## config.mk

```make
export PLATFORM = sky130hd
export DESIGN_NAME = aec_ctrl
export DESIGN_NICKNAME = d
export VERILOG_FILES = /design/src/hw/rtl/aec_pkg.sv /design/src/hw/rtl/aec_ctrl.sv
export SDC_FILE = /design/constraint.sdc
export NUM_CORES = 1
export LEC_CHECK = 0
export BUFFER_PORTS_ARGS = -buffer_cell sky130_fd_sc_hd__buf_2
export CAP_MARGIN = 40
export CORE_MARGIN = 3
export CORE_UTILIZATION = 30
export CTS_BUF_LIST = sky130_fd_sc_hd__clkbuf_8
export DETAILED_ROUTE_END_ITERATION = 8
export PLACE_DENSITY = 0.53
export SLEW_MARGIN = 0
export SYNTH_ARGS = -nofsm -noshare
export SYNTH_HDL_FRONTEND = slang
export SYNTH_SLANG_ARGS = --single-unit
```

## constraint.sdc

```tcl
create_clock -name clk_i -period 3.7 [get_ports clk_i]
set_input_delay 0.555 -clock clk_i [delete_from_list [all_inputs] [get_ports clk_i]]
set_output_delay 0.555 -clock clk_i [all_outputs]
set_load 0.01 [all_outputs]
```

## src/hw/rtl/aec_pkg.sv

```systemverilog
package aec_pkg;

  localparam int unsigned Q15       = 15;
  localparam logic [15:0] Q15_ONE   = 16'd32768;
  localparam logic [16:0] DECAY_Q15 = 17'd32735;
  localparam logic [15:0] PEAK_INIT = 16'd16384;

  localparam logic [2:0] REG_ENABLES  = 3'd0;
  localparam logic [2:0] REG_FADE     = 3'd1;
  localparam logic [2:0] REG_CLIP     = 3'd2;
  localparam logic [2:0] REG_REV_LEN  = 3'd3;
  localparam logic [2:0] REG_DLY_LEN  = 3'd4;
  localparam logic [2:0] REG_MIX      = 3'd5;
  localparam logic [2:0] REG_FEEDBACK = 3'd6;

  localparam int unsigned EN_REVERB = 0;
  localparam int unsigned EN_ECHO   = 1;
  localparam int unsigned EN_GAIN   = 2;
  localparam int unsigned EN_FADE   = 3;

  typedef enum logic [4:0] {
    OP_NONE,
    OP_LOAD,
    OP_DIV,
    OP_DIV_END,
    OP_SILENT,
    OP_REV_FB,
    OP_REV_WR,
    OP_REV_MIX,
    OP_REV_END,
    OP_ECHO,
    OP_GAIN_MUL,
    OP_GAIN_END,
    OP_FADE_L,
    OP_FADE_LR,
    OP_FADE_R,
    OP_BYPASS,
    OP_DECAY,
    OP_BLOCK,
    OP_OUT
  } op_e;

  typedef struct packed {
    logic [3:0]  effect_enables;
    logic [15:0] fade_gain;
    logic [4:0]  clip_gain;
    logic [15:0] reverb_length;
    logic [17:0] delay_length;
    logic [15:0] reverb_mix;
    logic [15:0] reverb_feedback;
  } cfg_t;

  typedef struct packed {
    op_e op;
  } cmd_t;

  typedef struct packed {
    logic       clear_done;
    logic       no_input;
    logic [3:0] enables;
  } status_t;

  function automatic logic signed [23:0] sat24(input logic signed [63:0] v);
    logic signed [23:0] r;
    if (v > 64'sd8388607) begin
      r = 24'sh7FFFFF;
    end else if (v < -64'sd8388608) begin
      r = 24'sh800000;
    end else begin
      r = v[23:0];
    end
    return r;
  endfunction

  function automatic logic [15:0] clamp_frac(input logic [15:0] f);
    return (f > Q15_ONE) ? Q15_ONE : f;
  endfunction

endpackage

```

## src/hw/rtl/aec_ctrl.sv

```systemverilog
module aec_ctrl #(
  parameter int unsigned DIV_STEPS = 31
) (
  input  logic             clk_i,
  input  logic             rst_ni,
  input  logic             in_valid_i,
  output logic             in_stall_o,
  output logic             out_valid_o,
  input  logic             out_stall_i,
  input  aec_pkg::status_t status_i,
  output aec_pkg::cmd_t    cmd_o
);

  localparam int unsigned CW = $clog2(DIV_STEPS);

  localparam logic [3:0] S_IDLE     = 4'd0;
  localparam logic [3:0] S_DIV      = 4'd1;
  localparam logic [3:0] S_DIV_END  = 4'd2;
  localparam logic [3:0] S_REV_FB   = 4'd3;
  localparam logic [3:0] S_REV_WR   = 4'd4;
  localparam logic [3:0] S_REV_MIX  = 4'd5;
  localparam logic [3:0] S_REV_END  = 4'd6;
  localparam logic [3:0] S_ECHO     = 4'd7;
  localparam logic [3:0] S_GAIN_MUL = 4'd8;
  localparam logic [3:0] S_GAIN_END = 4'd9;
  localparam logic [3:0] S_FADE_L   = 4'd10;
  localparam logic [3:0] S_FADE_LR  = 4'd11;
  localparam logic [3:0] S_FADE_R   = 4'd12;
  localparam logic [3:0] S_BYPASS   = 4'd13;
  localparam logic [3:0] S_DECAY    = 4'd14;
  localparam logic [3:0] S_BLOCK    = 4'd15;

  logic [3:0]    state_q, state_d;
  logic          out_q, out_d;
  logic          last_q, last_d;
  logic [CW-1:0] cnt_q, cnt_d;
  logic [3:0]    en;
  logic [3:0]    after_div, after_rev, after_echo, after_gain;
  logic          in_acc;
  logic          out_free;

  assign en = status_i.enables;

  assign after_gain = en[aec_pkg::EN_FADE] ? S_FADE_L : S_BYPASS;
  assign after_echo = en[aec_pkg::EN_GAIN] ? S_GAIN_MUL : after_gain;
  assign after_rev  = en[aec_pkg::EN_ECHO] ? S_ECHO : after_echo;
  assign after_div  = en[aec_pkg::EN_REVERB] ? S_REV_FB : after_rev;

  assign in_stall_o = !((state_q == S_IDLE) && !last_q && status_i.clear_done);
  assign in_acc     = in_valid_i && !in_stall_o;
  assign out_free   = !out_q || !out_stall_i;

  always_comb begin
    state_d   = state_q;
    cnt_d     = cnt_q;
    last_d    = last_q;
    out_d     = out_q;
    cmd_o.op  = aec_pkg::OP_NONE;
    if (out_q && !out_stall_i) begin
      out_d = 1'b0;
    end
    unique case (state_q)
      S_IDLE: begin
        if (last_q) begin
          if (out_free) begin
            cmd_o.op = aec_pkg::OP_OUT;
            out_d    = 1'b1;
            last_d   = 1'b0;
          end
        end else if (in_acc) begin
          cmd_o.op = aec_pkg::OP_LOAD;
          cnt_d    = '0;
          state_d  = S_DIV;
        end
      end
      S_DIV: begin
        if (status_i.no_input) begin
          cmd_o.op = aec_pkg::OP_SILENT;
          last_d   = 1'b1;
          state_d  = S_IDLE;
        end else begin
          cmd_o.op = aec_pkg::OP_DIV;
          cnt_d    = cnt_q + CW'(1);
          if (cnt_q == CW'(DIV_STEPS - 1)) begin
            state_d = S_DIV_END;
          end
        end
      end
      S_DIV_END: begin
        cmd_o.op = aec_pkg::OP_DIV_END;
        state_d  = after_div;
      end
      S_REV_FB: begin
        cmd_o.op = aec_pkg::OP_REV_FB;
        state_d  = S_REV_WR;
      end
      S_REV_WR: begin
        cmd_o.op = aec_pkg::OP_REV_WR;
        state_d  = S_REV_MIX;
      end
      S_REV_MIX: begin
        cmd_o.op = aec_pkg::OP_REV_MIX;
        state_d  = S_REV_END;
      end
      S_REV_END: begin
        cmd_o.op = aec_pkg::OP_REV_END;
        state_d  = after_rev;
      end
      S_ECHO: begin
        cmd_o.op = aec_pkg::OP_ECHO;
        state_d  = after_echo;
      end
      S_GAIN_MUL: begin
        cmd_o.op = aec_pkg::OP_GAIN_MUL;
        state_d  = S_GAIN_END;
      end
      S_GAIN_END: begin
        cmd_o.op = aec_pkg::OP_GAIN_END;
        state_d  = after_gain;
      end
      S_FADE_L: begin
        cmd_o.op = aec_pkg::OP_FADE_L;
        state_d  = S_FADE_LR;
      end
      S_FADE_LR: begin
        cmd_o.op = aec_pkg::OP_FADE_LR;
        state_d  = S_FADE_R;
      end
      S_FADE_R: begin
        cmd_o.op = aec_pkg::OP_FADE_R;
        state_d  = S_DECAY;
      end
      S_BYPASS: begin
        cmd_o.op = aec_pkg::OP_BYPASS;
        state_d  = S_DECAY;
      end
      S_DECAY: begin
        cmd_o.op = aec_pkg::OP_DECAY;
        state_d  = S_BLOCK;
      end
      S_BLOCK: begin
        cmd_o.op = aec_pkg::OP_BLOCK;
        last_d   = 1'b1;
        state_d  = S_IDLE;
      end
      default: begin
        state_d = S_IDLE;
      end
    endcase
  end

  always_ff @(posedge clk_i or negedge rst_ni) begin
    if (!rst_ni) begin
      state_q <= S_IDLE;
      cnt_q   <= '0;
      last_q  <= 1'b0;
      out_q   <= 1'b0;
    end else begin
      state_q <= state_d;
      cnt_q   <= cnt_d;
      last_q  <= last_d;
      out_q   <= out_d;
    end
  end

  assign out_valid_o = out_q;

endmodule

```

==> results.sh <==
export IMPL_stdcell_count=148
export IMPL_drtAntennaViolNets=0
export IMPL_layout_drive_gt1_share_pct=20.34
export IMPL_fillCellCount=276
export IMPL_seq_area_um2=275.3
export IMPL_track_usage_pct=13.27
export IMPL_slew_headroom_pct=58.84
export IMPL_vias=840
export IMPL_cp_max_fo=17
export IMPL_synth_cells=104
export IMPL_cp_end_kind="primary output"
export IMPL_clock_fmax_mhz=414.2
export IMPL_path_clk_slew_ns=0.05
export IMPL_grtUsageMet3_pct=3.947
export IMPL_required_ns=3.14
export IMPL_grt_overflow_total=0
export IMPL_drtPass1Iterations=4
export IMPL_grt_max_degree=21
export IMPL_fin_ws_ns=1.286
export IMPL_synth_area_um2=828.3
export IMPL_cts_tree="built"
export IMPL_status="complete, no violations"
export IMPL_cts_resized=0
export IMPL_cp_start_kind="flop"
export IMPL_power_density_mw_per_mm2=787.7
export IMPL_syn_num_nets=116
export IMPL_fin_nets=131
export IMPL_p_leak_nw=0.4156
export IMPL_ioPinCount=17
export IMPL_final_max_slew_viol_count=0
export IMPL_timing_rr_start="state_q[0]"
export IMPL_dp_cells=144
export IMPL_fin_crit_ns=2.414
export IMPL_cap_violations=0
export IMPL_use_met1_pct=17.62
export IMPL_synth_area_leaders="dfrtp_1 33%, nand2_1 6.3%, nand3_1 4.8%, a21oi_1 4.2%, o21ai_0 3.6%"
export IMPL_grt_pass1_vias=763
export IMPL_ys_warn_count=0
export IMPL_met2_usage_pct=21.69
export IMPL_io_buffers=16
export IMPL_worst_slew_pin_slew_ns=0.6174
export IMPL_vias_per_cell=5.676
export IMPL_area_growth_pct=15.56
export IMPL_clock_skew_final_ns=0.005357
export IMPL_numCtsBuffers=3
export IMPL_cts_buffer_depth=2
export IMPL_ys_ff_latch=11
export IMPL_clk_latency_ns=0.24
export IMPL_setup_viol=0
export IMPL_htreeDepth=1
export IMPL_tns_ns=0
export IMPL_die_x_um=58.55
export IMPL_irDropWorstVdd_mv=0.3371
export IMPL_wire_per_inst_um=14.06
export IMPL_grt_pass1_wl_um=3491
export IMPL_synth_cell_types=41
export IMPL_crit_path_cell_trace="or3_1 -> nor2_1 -> a31o_1 -> buf_2"
export IMPL_crit_start="state_q[3]"
export IMPL_avgSynthCellArea_um2=7.964
export IMPL_yosysTopAreaCell="dfrtp_1"
export IMPL_rows=18
export IMPL_cts_setup_buffers=0
export IMPL_slowest_stage="dfrtp_1"
export IMPL_antennaDiodeCount=0
export IMPL_critPathArrivalTime_ns=1.86
export IMPL_rsz0062_at_grt="false"
export IMPL_root_buffer="clkbuf_8"
export IMPL_multiInputGateArea_um2=500.5
export IMPL_antenna_found_initial=0
export IMPL_start_util_pct=32.55
export IMPL_dp_hpwl_um=1572
export IMPL_dpl_worst_slack_ns=1.540
export IMPL_die_y_um=58.55
export IMPL_crit_type="flop to primary output"
export IMPL_final_hold_violation_count=0
export IMPL_hold_class="primary input to asynchronous set/reset pin"
export IMPL_drt_total_wl_um=2081
export IMPL_die_area_mm2=0.003428
export IMPL_hold_buffers=0
export IMPL_first_iter_violations=27
export IMPL_ys_seq_area_share_pct=33.23
export IMPL_cts_sink_count=11
export IMPL_place_congestion=0.7997
export IMPL_worst_path_largest_cell_delay_ns=0.56
export IMPL_core_area_mm2=0.002545
export IMPL_min_period_over_period_pct=65.25
export IMPL_drc=0
export IMPL_synth_top_area_share_pct=33.23
export IMPL_busiest_layer="met2"
[power breakdown]
part / internal (mW) / total (mW) / switching (mW)
Combinational: 0.166 / 0.352 / 0.186
Clock: 0.0728 / 0.117 / 0.0444
Sequential: 0.162 / 0.285 / 0.123
Total: 0.401 / 0.754 / 0.353
[layer usage]
metal	vias to the layer above	routed length, um
li1	417	-
met1	399	960
met2	22	1004
met3	2	96
met4	0	20
met5	-	0
[through the flow]
step | power, mW | util (%) | hold WS [ns] | cell area (um^2)
6_report | 0.7540 | 37.61 | 0.1823 | 957.2
5_1_grt | 0.8284 | 37.61 | 0.1933 | 957.2
4_1_cts | 0.7610 | 37.61 | 0.1889 | 957.2
3_5_place_dp | 0.6400 | 35.84 | 0.4444 | 912.1
3_3_place_gp | 0.6397 | 35.84 | 0.4459 | 912.1
2_1_floorplan | 0.5455 | - | 0.2594 | 828.3
[path summary, 6_finish.rpt]
kind	endpoint	slack, ns	cells past startpoint
min	state_q[2]	0.18	1
max reg2reg	cnt_q[3]	1.88	4
max in group asynchronous	cnt_q[2]	3.30	1
min reg2reg	cnt_q[0]	0.53	1
max	cmd_o[4]	1.29	4
min in group clk_i	cnt_q[0]	0.53	1
[final cells by class]
cell class                      instances  area share (%)
Multi-Input combinational cell         82           52.29
Inverter                                5           1.961
Clock inverter                          1          0.3922
Sequential cell                        11           28.76
Timing Repair Buffer                   16           8.366
Tap cell                               30           3.922
Clock buffer                            3           4.314
[cells by family (layout without fill, tap and decap cells)]
| group | Yosys count | count (layout) | share of synthesized area (%) |
|---|---|---|---|
| and+or+nand+nor | 44 | 44 | 27.65 |
| AOI/OAI and AO/OA | 35 | 35 | 28.70 |
| DFF | 11 | 11 | 33.23 |
| buffers and inverters | 11 | 25 | 6.344 |
| adders and majority gates | 2 | 2 | 3.021 |
| xor gates and xnor gates | 1 | 1 | 1.058 |
[worst max-delay path: cells and delay by family (launching register included)]
kind / cells / cell delay (ns)
compound gates: 1 / 0.19
buf+inv: 1 / 0.12
flops: 1 / 0.56
simple gates: 2 / 0.75
[Yosys cell counts (all sizes together)]
master / n
a2bb2oi: 1
o22ai: 1
nand2b: 1
o21ai: 10
o22a: 1
nor2: 7
a21oi: 7
and2: 1
buf: 4
nor2b: 1
nand2: 14
and2b: 1
a32oi: 1
o2111a: 1
clkbuf: 2
a41oi: 1
dfrtp: 11
a211oi: 3
nor4: 1
o211ai: 1
nand3: 8
nand3b: 1
a31o: 1
and4bb: 1
a21o: 1
ha: 2
a41o: 1
a22o: 1
a31oi: 2
xnor2: 1
nor3: 5
or3: 1
or4: 2
a211o: 1
inv: 5
o21ba: 1
[flip-flops by register name (all words and copies together) (netlist names)]
register	cells
cnt_q	5
state_q	4
last_q	1
out_valid_o	1
[cells in the final DEF (no fill, tap or decap), drive strengths merged, types with 2 or more instances in the layout]
| master | synthesis | routed |
|---|---|---|
| a211oi | 3 | 3 |
| nand2 | 14 | 14 |
| dfrtp | 11 | 11 |
| inv | 5 | 6 |
| clkbuf | 2 | 3 |
| nor2 | 7 | 7 |
| nor3 | 5 | 5 |
| or4 | 2 | 2 |
| a21oi | 7 | 7 |
| nand3 | 8 | 8 |
| a31oi | 2 | 2 |
| ha | 2 | 2 |
| o21ai | 10 | 10 |
| buf | 4 | 16 |
Note: power is estimated with default switching activity, not from simulation.
