File: src/hw/rtl/aec_pkg.sv
package aec_pkg;

  localparam int unsigned Q15       = 15;
  localparam logic [15:0] Q15_ONE   = 16'd32768;
  localparam logic [16:0] DECAY_Q15 = 17'd32735;
  localparam logic [15:0] PEAK_INIT = 16'd16384;

  localparam logic [2:0] REG_ENABLES  = 3'd0;
  localparam logic [2:0] REG_FADE     = 3'd1;
  localparam logic [2:0] REG_CLIP     = 3'd2;
  localparam logic [2:0] REG_REV_LEN  = 3'd3;
  localparam logic [2:0] REG_DLY_LEN  = 3'd4;
  localparam logic [2:0] REG_MIX      = 3'd5;
  localparam logic [2:0] REG_FEEDBACK = 3'd6;

  localparam int unsigned EN_REVERB = 0;
  localparam int unsigned EN_ECHO   = 1;
  localparam int unsigned EN_GAIN   = 2;
  localparam int unsigned EN_FADE   = 3;

  typedef enum logic [4:0] {
    OP_NONE,
    OP_LOAD,
    OP_DIV,
    OP_DIV_END,
    OP_SILENT,
    OP_REV_FB,
    OP_REV_WR,
    OP_REV_MIX,
    OP_REV_END,
    OP_ECHO,
    OP_GAIN_MUL,
    OP_GAIN_END,
    OP_FADE_L,
    OP_FADE_LR,
    OP_FADE_R,
    OP_BYPASS,
    OP_DECAY,
    OP_BLOCK,
    OP_OUT
  } op_e;

  typedef struct packed {
    logic [3:0]  effect_enables;
    logic [15:0] fade_gain;
    logic [4:0]  clip_gain;
    logic [15:0] reverb_length;
    logic [17:0] delay_length;
    logic [15:0] reverb_mix;
    logic [15:0] reverb_feedback;
  } cfg_t;

  typedef struct packed {
    op_e op;
  } cmd_t;

  typedef struct packed {
    logic       clear_done;
    logic       no_input;
    logic [3:0] enables;
  } status_t;

  function automatic logic signed [23:0] sat24(input logic signed [63:0] v);
    logic signed [23:0] r;
    if (v > 64'sd8388607) begin
      r = 24'sh7FFFFF;
    end else if (v < -64'sd8388608) begin
      r = 24'sh800000;
    end else begin
      r = v[23:0];
    end
    return r;
  endfunction

  function automatic logic [15:0] clamp_frac(input logic [15:0] f);
    return (f > Q15_ONE) ? Q15_ONE : f;
  endfunction

endpackage

File: src/hw/rtl/aec_dp.sv
module aec_dp #(
  parameter int unsigned REVERB_DEPTH = 65536,
  parameter int unsigned ECHO_DEPTH   = 262144,
  parameter int unsigned BLOCK_FRAMES = 1024,
  parameter int unsigned FRAC_BITS    = 15
) (
  input  logic                            clk_i,
  input  logic                            rst_ni,
  input  aec_pkg::cfg_t                   cfg_i,
  input  aec_pkg::cmd_t                   cmd_i,
  output aec_pkg::status_t                status_o,
  input  logic signed [15:0]              sample_in_i,
  input  logic                            no_input_i,
  output logic signed [23:0]              left_out_o,
  output logic signed [23:0]              right_out_o,
  output logic                            rev_we_o,
  output logic [$clog2(REVERB_DEPTH)-1:0] rev_waddr_o,
  output logic [23:0]                     rev_wdata_o,
  output logic                            rev_re_o,
  output logic [$clog2(REVERB_DEPTH)-1:0] rev_raddr_o,
  input  logic [23:0]                     rev_rdata_i,
  output logic                            echo_we_o,
  output logic [$clog2(ECHO_DEPTH)-1:0]   echo_waddr_o,
  output logic [23:0]                     echo_wdata_o,
  output logic                            echo_re_o,
  output logic [$clog2(ECHO_DEPTH)-1:0]   echo_raddr_o,
  input  logic [23:0]                     echo_rdata_i
);

  localparam int unsigned NW   = 16 + FRAC_BITS;
  localparam int unsigned RAW  = $clog2(REVERB_DEPTH);
  localparam int unsigned EAW  = $clog2(ECHO_DEPTH);
  localparam int unsigned RLW  = ((RAW > 16) ? RAW : 16) + 1;
  localparam int unsigned ELW  = ((EAW > 18) ? EAW : 18) + 1;
  localparam int unsigned MAXD = (REVERB_DEPTH > ECHO_DEPTH) ? REVERB_DEPTH : ECHO_DEPTH;
  localparam int unsigned CLW  = $clog2(MAXD) + 1;
  localparam int unsigned BPW  = $clog2(BLOCK_FRAMES);

  logic signed [15:0] x_q;
  logic               no_in_q;
  logic               neg_q;
  logic [NW-1:0]      num_q, num_d;
  logic [15:0]        rem_q, rem_d;
  logic [16:0]        rem_sh;
  logic               qbit;
  logic [15:0]        mag;
  logic [15:0]        peak_q, peak_d, bmax_q, bmax_d, newp;
  logic [BPW-1:0]     bpos_q, bpos_d;
  logic signed [23:0] s_q, s_d, l_q, l_d, r_q, r_d, lo_q, ro_q;
  logic signed [41:0] prod_q, acc_q, acc_d;
  logic signed [41:0] mul_p;
  logic [16:0]        mul_au;
  logic signed [17:0] mul_a;
  logic signed [23:0] mul_b;
  logic signed [23:0] yr, ye;
  logic [15:0]        fb_c, mix_c, fade_c;
  logic [RAW-1:0]     rpos_q, rpos_d, rpos_nx;
  logic [EAW-1:0]     epos_q, epos_d, epos_nx;
  logic [RLW-1:0]     rlen_e, rpos_inc;
  logic [ELW-1:0]     elen_e, epos_inc;
  logic [CLW-1:0]     clr_q;
  logic               clr_done;
  logic signed [63:0] qs;
  logic signed [23:0] rev_wval;

  assign yr     = signed'(rev_rdata_i);
  assign ye     = signed'(echo_rdata_i);
  assign fb_c   = aec_pkg::clamp_frac(cfg_i.reverb_feedback);
  assign mix_c  = aec_pkg::clamp_frac(cfg_i.reverb_mix);
  assign fade_c = aec_pkg::clamp_frac(cfg_i.fade_gain);
  assign mag    = x_q[15] ? 16'(-x_q) : 16'(x_q);

  assign clr_done = (clr_q == CLW'(MAXD));

  always_ff @(posedge clk_i or negedge rst_ni) begin
    if (!rst_ni) begin
      clr_q <= '0;
    end else if (!clr_done) begin
      clr_q <= clr_q + CLW'(1);
    end
  end

  always_comb begin
    rlen_e = (RLW'(cfg_i.reverb_length) > RLW'(REVERB_DEPTH)) ?
             RLW'(REVERB_DEPTH) : RLW'(cfg_i.reverb_length);
    if (rlen_e == '0) begin
      rlen_e = RLW'(1);
    end
    rpos_inc = RLW'(rpos_q) + RLW'(1);
    rpos_nx  = (rpos_inc >= rlen_e) ? '0 : rpos_inc[RAW-1:0];
    elen_e = (ELW'(cfg_i.delay_length) > ELW'(ECHO_DEPTH)) ?
             ELW'(ECHO_DEPTH) : ELW'(cfg_i.delay_length);
    if (elen_e == '0) begin
      elen_e = ELW'(1);
    end
    epos_inc = ELW'(epos_q) + ELW'(1);
    epos_nx  = (epos_inc >= elen_e) ? '0 : epos_inc[EAW-1:0];
  end

  assign rem_sh = {rem_q, num_q[NW-1]};
  assign qbit   = (rem_sh >= {1'b0, peak_q});
  assign qs     = neg_q ? -signed'(64'(num_q)) : signed'(64'(num_q));

  always_comb begin
    mul_au = '0;
    mul_b  = '0;
    unique case (cmd_i.op)
      aec_pkg::OP_REV_FB: begin
        mul_au = 17'(fb_c);
        mul_b  = yr;
      end
      aec_pkg::OP_REV_WR: begin
        mul_au = 17'(aec_pkg::Q15_ONE) - 17'(mix_c);
        mul_b  = s_q;
      end
      aec_pkg::OP_REV_MIX: begin
        mul_au = 17'(mix_c);
        mul_b  = yr;
      end
      aec_pkg::OP_GAIN_MUL: begin
        mul_au = 17'(cfg_i.clip_gain);
        mul_b  = s_q;
      end
      aec_pkg::OP_FADE_L: begin
        mul_au = 17'(fade_c);
        mul_b  = s_q;
      end
      aec_pkg::OP_FADE_LR: begin
        mul_au = 17'(aec_pkg::Q15_ONE) - 17'(fade_c);
        mul_b  = s_q;
      end
      aec_pkg::OP_DECAY: begin
        mul_au = aec_pkg::DECAY_Q15;
        mul_b  = signed'({8'b0, peak_q});
      end
      default: begin
      end
    endcase
  end

  assign mul_a = signed'({1'b0, mul_au});
  assign mul_p = mul_a * mul_b;

  assign rev_wval = aec_pkg::sat24(64'(s_q) + (64'(prod_q) >>> aec_pkg::Q15));

  always_comb begin
    num_d  = num_q;
    rem_d  = rem_q;
    s_d    = s_q;
    l_d    = l_q;
    r_d    = r_q;
    acc_d  = acc_q;
    rpos_d = rpos_q;
    epos_d = epos_q;
    peak_d = peak_q;
    bmax_d = bmax_q;
    bpos_d = bpos_q;
    newp   = peak_q;
    unique case (cmd_i.op)
      aec_pkg::OP_DIV: begin
        rem_d = qbit ? 16'(rem_sh - {1'b0, peak_q}) : rem_sh[15:0];
        num_d = {num_q[NW-2:0], qbit};
      end
      aec_pkg::OP_DIV_END: begin
        s_d = aec_pkg::sat24(qs);
        if (!no_in_q && (mag > bmax_q)) begin
          bmax_d = mag;
        end
      end
      aec_pkg::OP_SILENT: begin
        l_d = '0;
        r_d = '0;
      end
      aec_pkg::OP_REV_MIX: begin
        acc_d = prod_q;
      end
      aec_pkg::OP_REV_END: begin
        if (fb_c != '0) begin
          s_d = aec_pkg::sat24((64'(acc_q) + 64'(prod_q)) >>> aec_pkg::Q15);
        end else begin
          s_d = aec_pkg::sat24(64'(s_q) + 64'(yr));
        end
        rpos_d = rpos_nx;
      end
      aec_pkg::OP_ECHO: begin
        s_d    = aec_pkg::sat24(64'(s_q) + 64'(ye));
        epos_d = epos_nx;
      end
      aec_pkg::OP_GAIN_END: begin
        s_d = aec_pkg::sat24(64'(prod_q));
      end
      aec_pkg::OP_FADE_LR: begin
        l_d = aec_pkg::sat24(64'(prod_q) >>> aec_pkg::Q15);
      end
      aec_pkg::OP_FADE_R: begin
        r_d = aec_pkg::sat24(64'(prod_q) >>> aec_pkg::Q15);
      end
      aec_pkg::OP_BYPASS: begin
        l_d = s_q;
        r_d = s_q;
      end
      aec_pkg::OP_BLOCK: begin
        if (bpos_q == BPW'(BLOCK_FRAMES - 1)) begin
          newp = (bmax_q > peak_q) ? bmax_q : prod_q[30:15];
          if (newp == '0) begin
            newp = 16'd1;
          end
          peak_d = newp;
          bmax_d = newp;
          bpos_d = '0;
        end else begin
          bpos_d = bpos_q + BPW'(1);
        end
      end
      default: begin
      end
    endcase
  end

  always_ff @(posedge clk_i or negedge rst_ni) begin
    if (!rst_ni) begin
      peak_q <= aec_pkg::PEAK_INIT;
      bmax_q <= aec_pkg::PEAK_INIT;
      bpos_q <= '0;
      rpos_q <= '0;
      epos_q <= '0;
    end else begin
      peak_q <= peak_d;
      bmax_q <= bmax_d;
      bpos_q <= bpos_d;
      rpos_q <= rpos_d;
      epos_q <= epos_d;
    end
  end

  always_ff @(posedge clk_i) begin
    if (cmd_i.op == aec_pkg::OP_LOAD) begin
      x_q     <= sample_in_i;
      no_in_q <= no_input_i;
      neg_q   <= sample_in_i[15];
      num_q   <= {(sample_in_i[15] ? 16'(-sample_in_i) : 16'(sample_in_i)),
                  FRAC_BITS'(0)};
      rem_q   <= '0;
    end else begin
      num_q <= num_d;
      rem_q <= rem_d;
    end
    s_q    <= s_d;
    l_q    <= l_d;
    r_q    <= r_d;
    acc_q  <= acc_d;
    prod_q <= mul_p;
    if (cmd_i.op == aec_pkg::OP_OUT) begin
      lo_q <= l_q;
      ro_q <= r_q;
    end
  end

  assign rev_re_o     = (cmd_i.op == aec_pkg::OP_LOAD);
  assign rev_raddr_o  = rpos_q;
  assign echo_re_o    = (cmd_i.op == aec_pkg::OP_LOAD);
  assign echo_raddr_o = epos_q;

  always_comb begin
    if (!clr_done) begin
      rev_we_o     = (clr_q < CLW'(REVERB_DEPTH));
      rev_waddr_o  = clr_q[RAW-1:0];
      rev_wdata_o  = '0;
      echo_we_o    = (clr_q < CLW'(ECHO_DEPTH));
      echo_waddr_o = clr_q[EAW-1:0];
      echo_wdata_o = '0;
    end else begin
      rev_we_o     = (cmd_i.op == aec_pkg::OP_REV_WR);
      rev_waddr_o  = rpos_q;
      rev_wdata_o  = rev_wval;
      echo_we_o    = (cmd_i.op == aec_pkg::OP_ECHO);
      echo_waddr_o = epos_q;
      echo_wdata_o = s_q;
    end
  end

  assign status_o.clear_done = clr_done;
  assign status_o.no_input   = no_in_q;
  assign status_o.enables    = cfg_i.effect_enables;

  assign left_out_o  = lo_q;
  assign right_out_o = ro_q;

endmodule

File: config.mk
export PLATFORM = sky130hd
export DESIGN_NAME = aec_dp
export DESIGN_NICKNAME = d
export VERILOG_FILES = /design/src/hw/rtl/aec_pkg.sv /design/src/hw/rtl/aec_dp.sv
export SDC_FILE = /design/constraint.sdc
export NUM_CORES = 2
export LEC_CHECK = 0
export ABC_CLOCK_PERIOD_IN_PS = 6400
export BUFFER_PORTS_ARGS = -buffer_cell sky130_fd_sc_hd__buf_2
export CAP_MARGIN = 15
export CORE_UTILIZATION = 45
export DETAILED_ROUTE_END_ITERATION = 8
export HOLD_SLACK_MARGIN = 0.08
export PLACE_DENSITY = 0.75
export SYNTH_ARGS = -nofsm -noshare
export SYNTH_HDL_FRONTEND = slang
export SYNTH_SLANG_ARGS = --single-unit
File: constraint.sdc
create_clock -name clk_i -period 6.4 [get_ports clk_i]
set_input_delay 0 -clock clk_i [delete_from_list [all_inputs] [get_ports clk_i]]
set_output_delay 0 -clock clk_i [all_outputs]
set_load 0.02 [all_outputs]
==> impl_metrics.csv <==
group,metric,value,unit
run_status,run_status,"finished with violations",
run_status,violations,"design-rule violations, negative setup slack",
finish,nNetsFinal,6231,
worst_setup_path,cp.required,6.84,ns
placed_design,place_ws,-1.34,ns
power_and_ir_drop,power_density,177,nW/um^2
drt,via_count,37900,
power_and_ir_drop,vdd_ir_drop_max,0.000170,V
synth,synth_edf_count,195,
clock_network,insertion_delay,0.59,ns
worst_hold_path,min_path_cells,5,
worst_setup_path,crit_buf_inv,7,
worst_setup_path,critPathArrivalTime,7.62,ns
worst_setup_path,slowest_delay,0.55,ns
die,die_h,302,um
flow_run,cap_violations,0,
drt,avgRoutedWirePerCell,22.6,um
synth,syn_area,40400,sq um
clock_network,cts.path.max_buffers,3,
finish,drive_gt1_share,21.1,%
synth,syn_nets,5509,
timing,hold_slack,0.161,ns
timing,skew,0.0411,ns
die,pin_count,337,
timing,drv_slew,0,
timing,worstMarginPinSlew,1.13,ns
synth,syn_area_per_cell,8.73,sq um
finish,final-seq-area,9700,sq um
clock_network,cts_buffers,43,
finish,area_delta_synth_final,23.6,%
power_and_ir_drop,p_sw_share,37.4,%
die,coreArea,88600,sq um
synth,synth-async-reset-ratio,26.2,%
clock_network,htreeDepth,2,
global_routing,grt_pass1_vias,37200,
worst_setup_path,crit_path_frequent_cell,"fa_1",
global_routing,overflow,0,
timing,final.setup.tns,-13.55,ns
synth,synthCells,4632,
drt,drtIter0Drc,3730,
synth,synthTopCellsByArea,"fa_1 (20%), edfxtp_1 (14%), ha_1 (9.6%)",
synth,synth.distinct_cells,94,
power_and_ir_drop,clockPowerShare,28.8,%
timing,fin_crit_sh,112,%
timing,rsz0062_at_grt,"yes",
synth,synthFlopType,"edfxtp_1",
power_and_ir_drop,p_seq_share,31.9,%
die,fp.dieArea,91000,sq um
worst_setup_path,cp.depth,36,
power_and_ir_drop,p_comb_share,39.3,%
timing,max_freq,139,MHz
global_routing,grt_max_degree,65,
worst_setup_path,crit_path_start_kind,"input port",
timing,finalHoldViolations,0,
finish,multi_input_area,28600,sq um
worst_setup_path,endpoint_kind,"register",
drt,firstDrtPassIters,9,
drt,drcViolationCount,30,
timing,period_needed,7.18,ns
worst_setup_path,cp_slowest_cell,"fa_1",
die,rows,109,
worst_setup_path,r2r_cells,27,
die,die_w,302,um
synth,ys_seq_area_share,24.0,%
power_and_ir_drop,p_int,0.00553,W
synth,ys_ff_latch,363,
synth,yosys_warnings,0,
die,start_util,45.6,%
clock_network,tritoncts,"done",
worst_setup_path,crit_path_max_fanout,6,
placed_design,place_hpwl,119000,um
finish,nFillCells,7834,
clock_network,root_buffer,"clkbuf_16",
worst_setup_path,crit_family,"adder cells",
drt,via_per_inst,5.78,
global_routing,antenna_found_initial,10,
power_and_ir_drop,p_leak,24.0,nW
placed_design,place.gp.congestion,1.04,
drt,ant_nets,0,
drt,wirelength,149000,um
placed_design,io_buffers,328,
clock_network,cts.clk_slew.worst_paths,0.06,ns
timing,setup_viol,26,
synth,yosysMostFrequentCell,"inv_1",
global_routing,grtUsageTotal,32.3,%
global_routing,grt_pass1_wl,222000,um
timing,slew_headroom,23.1,%
synth,yosysTopAreaCell,"fa_1",
synth,netlist_top_cells_count,"inv_1 (618), nand2_1 (526), nor2_1 (407)",
worst_hold_path,hp-class,"input port to register",
power_and_ir_drop,p_sw,0.00330,W
synth,netlist.area_leader.share,20.1,%
clock_network,cts.sink_count,363,
timing,fin_ws,-0.780,ns
worst_setup_path,path_class,"input port to register",
metrics by stage:
stage                     power, W  cells  util [%]  cell area, sq um
after floorplan            0.00499   4632         -             40900
after global placement     0.00610   6409      53.3             47200
after detailed placement   0.00615   6409      53.3             47200
after CTS                  0.00873   6528      55.7             49300
after global routing       0.00925   6557      56.3             49900
final                      0.00883   6557      56.3             49900
layout make-up:
| class | count | area share [%] |
|---|---|---|
| multi-input combinational | 3461 | 57.2 |
| sequential | 363 | 19.4 |
| timing repair buffer | 867 | 12.9 |
| inverter | 618 | 4.64 |
| tap | 1165 | 2.92 |
| clock buffer | 57 | 2.43 |
| clock inverter | 22 | 0.446 |
| antenna | 4 | 0.0200 |
tightest hold or removal path: stages:
cell and delay (ns):
buf_2 0.13, buf_4 0.18, nor3b_1 0.23, nand3_1 0.11
nand2_1 0.05
layout by cell type, fill, tap and decap left out, types with 53 or more instances in the layout:
cell      synthesis  final
nor2_1          407    389
a22oi_1          58     53
o21ai_0         302    292
edfxtp_1        195    195
ha_1            309    288
fa_1            405    393
inv_1           618    598
xnor2_1         149    147
buf_4             7    446
a21oi_1         242    217
nand3_1          87     86
dfxtp_1          73     73
nand2_1         526    507
xor2_1          101    100
dfrtp_1          93     93
buf_2             4    327
a21o_1          128    128
registers in the layout (all words and copies together) (netlist names), 24 cells and up:
name / count
r_q: 24
l_q: 24
right_out_o: 24
s_q: 24
prod_q: 42
left_out_o: 24
acc_q: 42
num_q: 31
routing by layer:
layer	vias to the layer above	share of wire (%)	global-route usage, %
li1	17100	-	-
met1	18500	40	42.8
met2	1988	45	51.1
met3	332	11	7.52
met4	6	4.2	12.5
met5	-	0.030	0
logic make-up (layout without fill, tap and decap cells):
family	Yosys count	count (layout)	synth area share [%]
and+or+nand+nor	1427	1427	16.2
AOI/OAI and AO/OA	1044	1045	16.5
xor gates and xnor gates	250	250	5.42
adders and majority gates	715	715	29.6
muxes	24	24	0.607
other	0	4	0
DFF	363	363	24.0
buffers and inverters	809	1564	7.62
power by group through the flow:
| stage | combinational, W | clock [W] | sequential [W] |
|---|---|---|---|
| after floorplan | 0.00220 | 0 | 0.00279 |
| after global placement | 0.00325 | 0 | 0.00285 |
| after detailed placement | 0.00330 | 0 | 0.00285 |
| after CTS | 0.00336 | 0.00257 | 0.00280 |
| after global routing | 0.00378 | 0.00265 | 0.00282 |
| final | 0.00347 | 0.00255 | 0.00282 |
repair_timing:
action,in CTS,in global routing
gates resized for setup,57,84
buffers inserted,13,21
hold buffers,25,0
endpoints found under the setup margin,25,27
gates cloned,2,3
pin swaps,24,66
endpoints found under the hold margin,131,0
final timing paths:
| check | startpoint | endpoint | slack (ns) |
|---|---|---|---|
| max in group asynchronous | rst_ni | bmax_q[5] | 5.05 |
| worst min register to register | l_q[0] | left_out_o[0] | 0.41 |
| worst max-delay path | cfg_i[30] | prod_q[31] | -0.78 |
| min in group asynchronous | rst_ni | rev_raddr_o[4] | 0.46 |
| worst min-delay path | cmd_i[0] | bpos_q[1] | 0.16 |
| worst max register to register | peak_q[12] | prod_q[31] | -0.45 |
No activity file was read; power rests on OpenSTA's default activity.
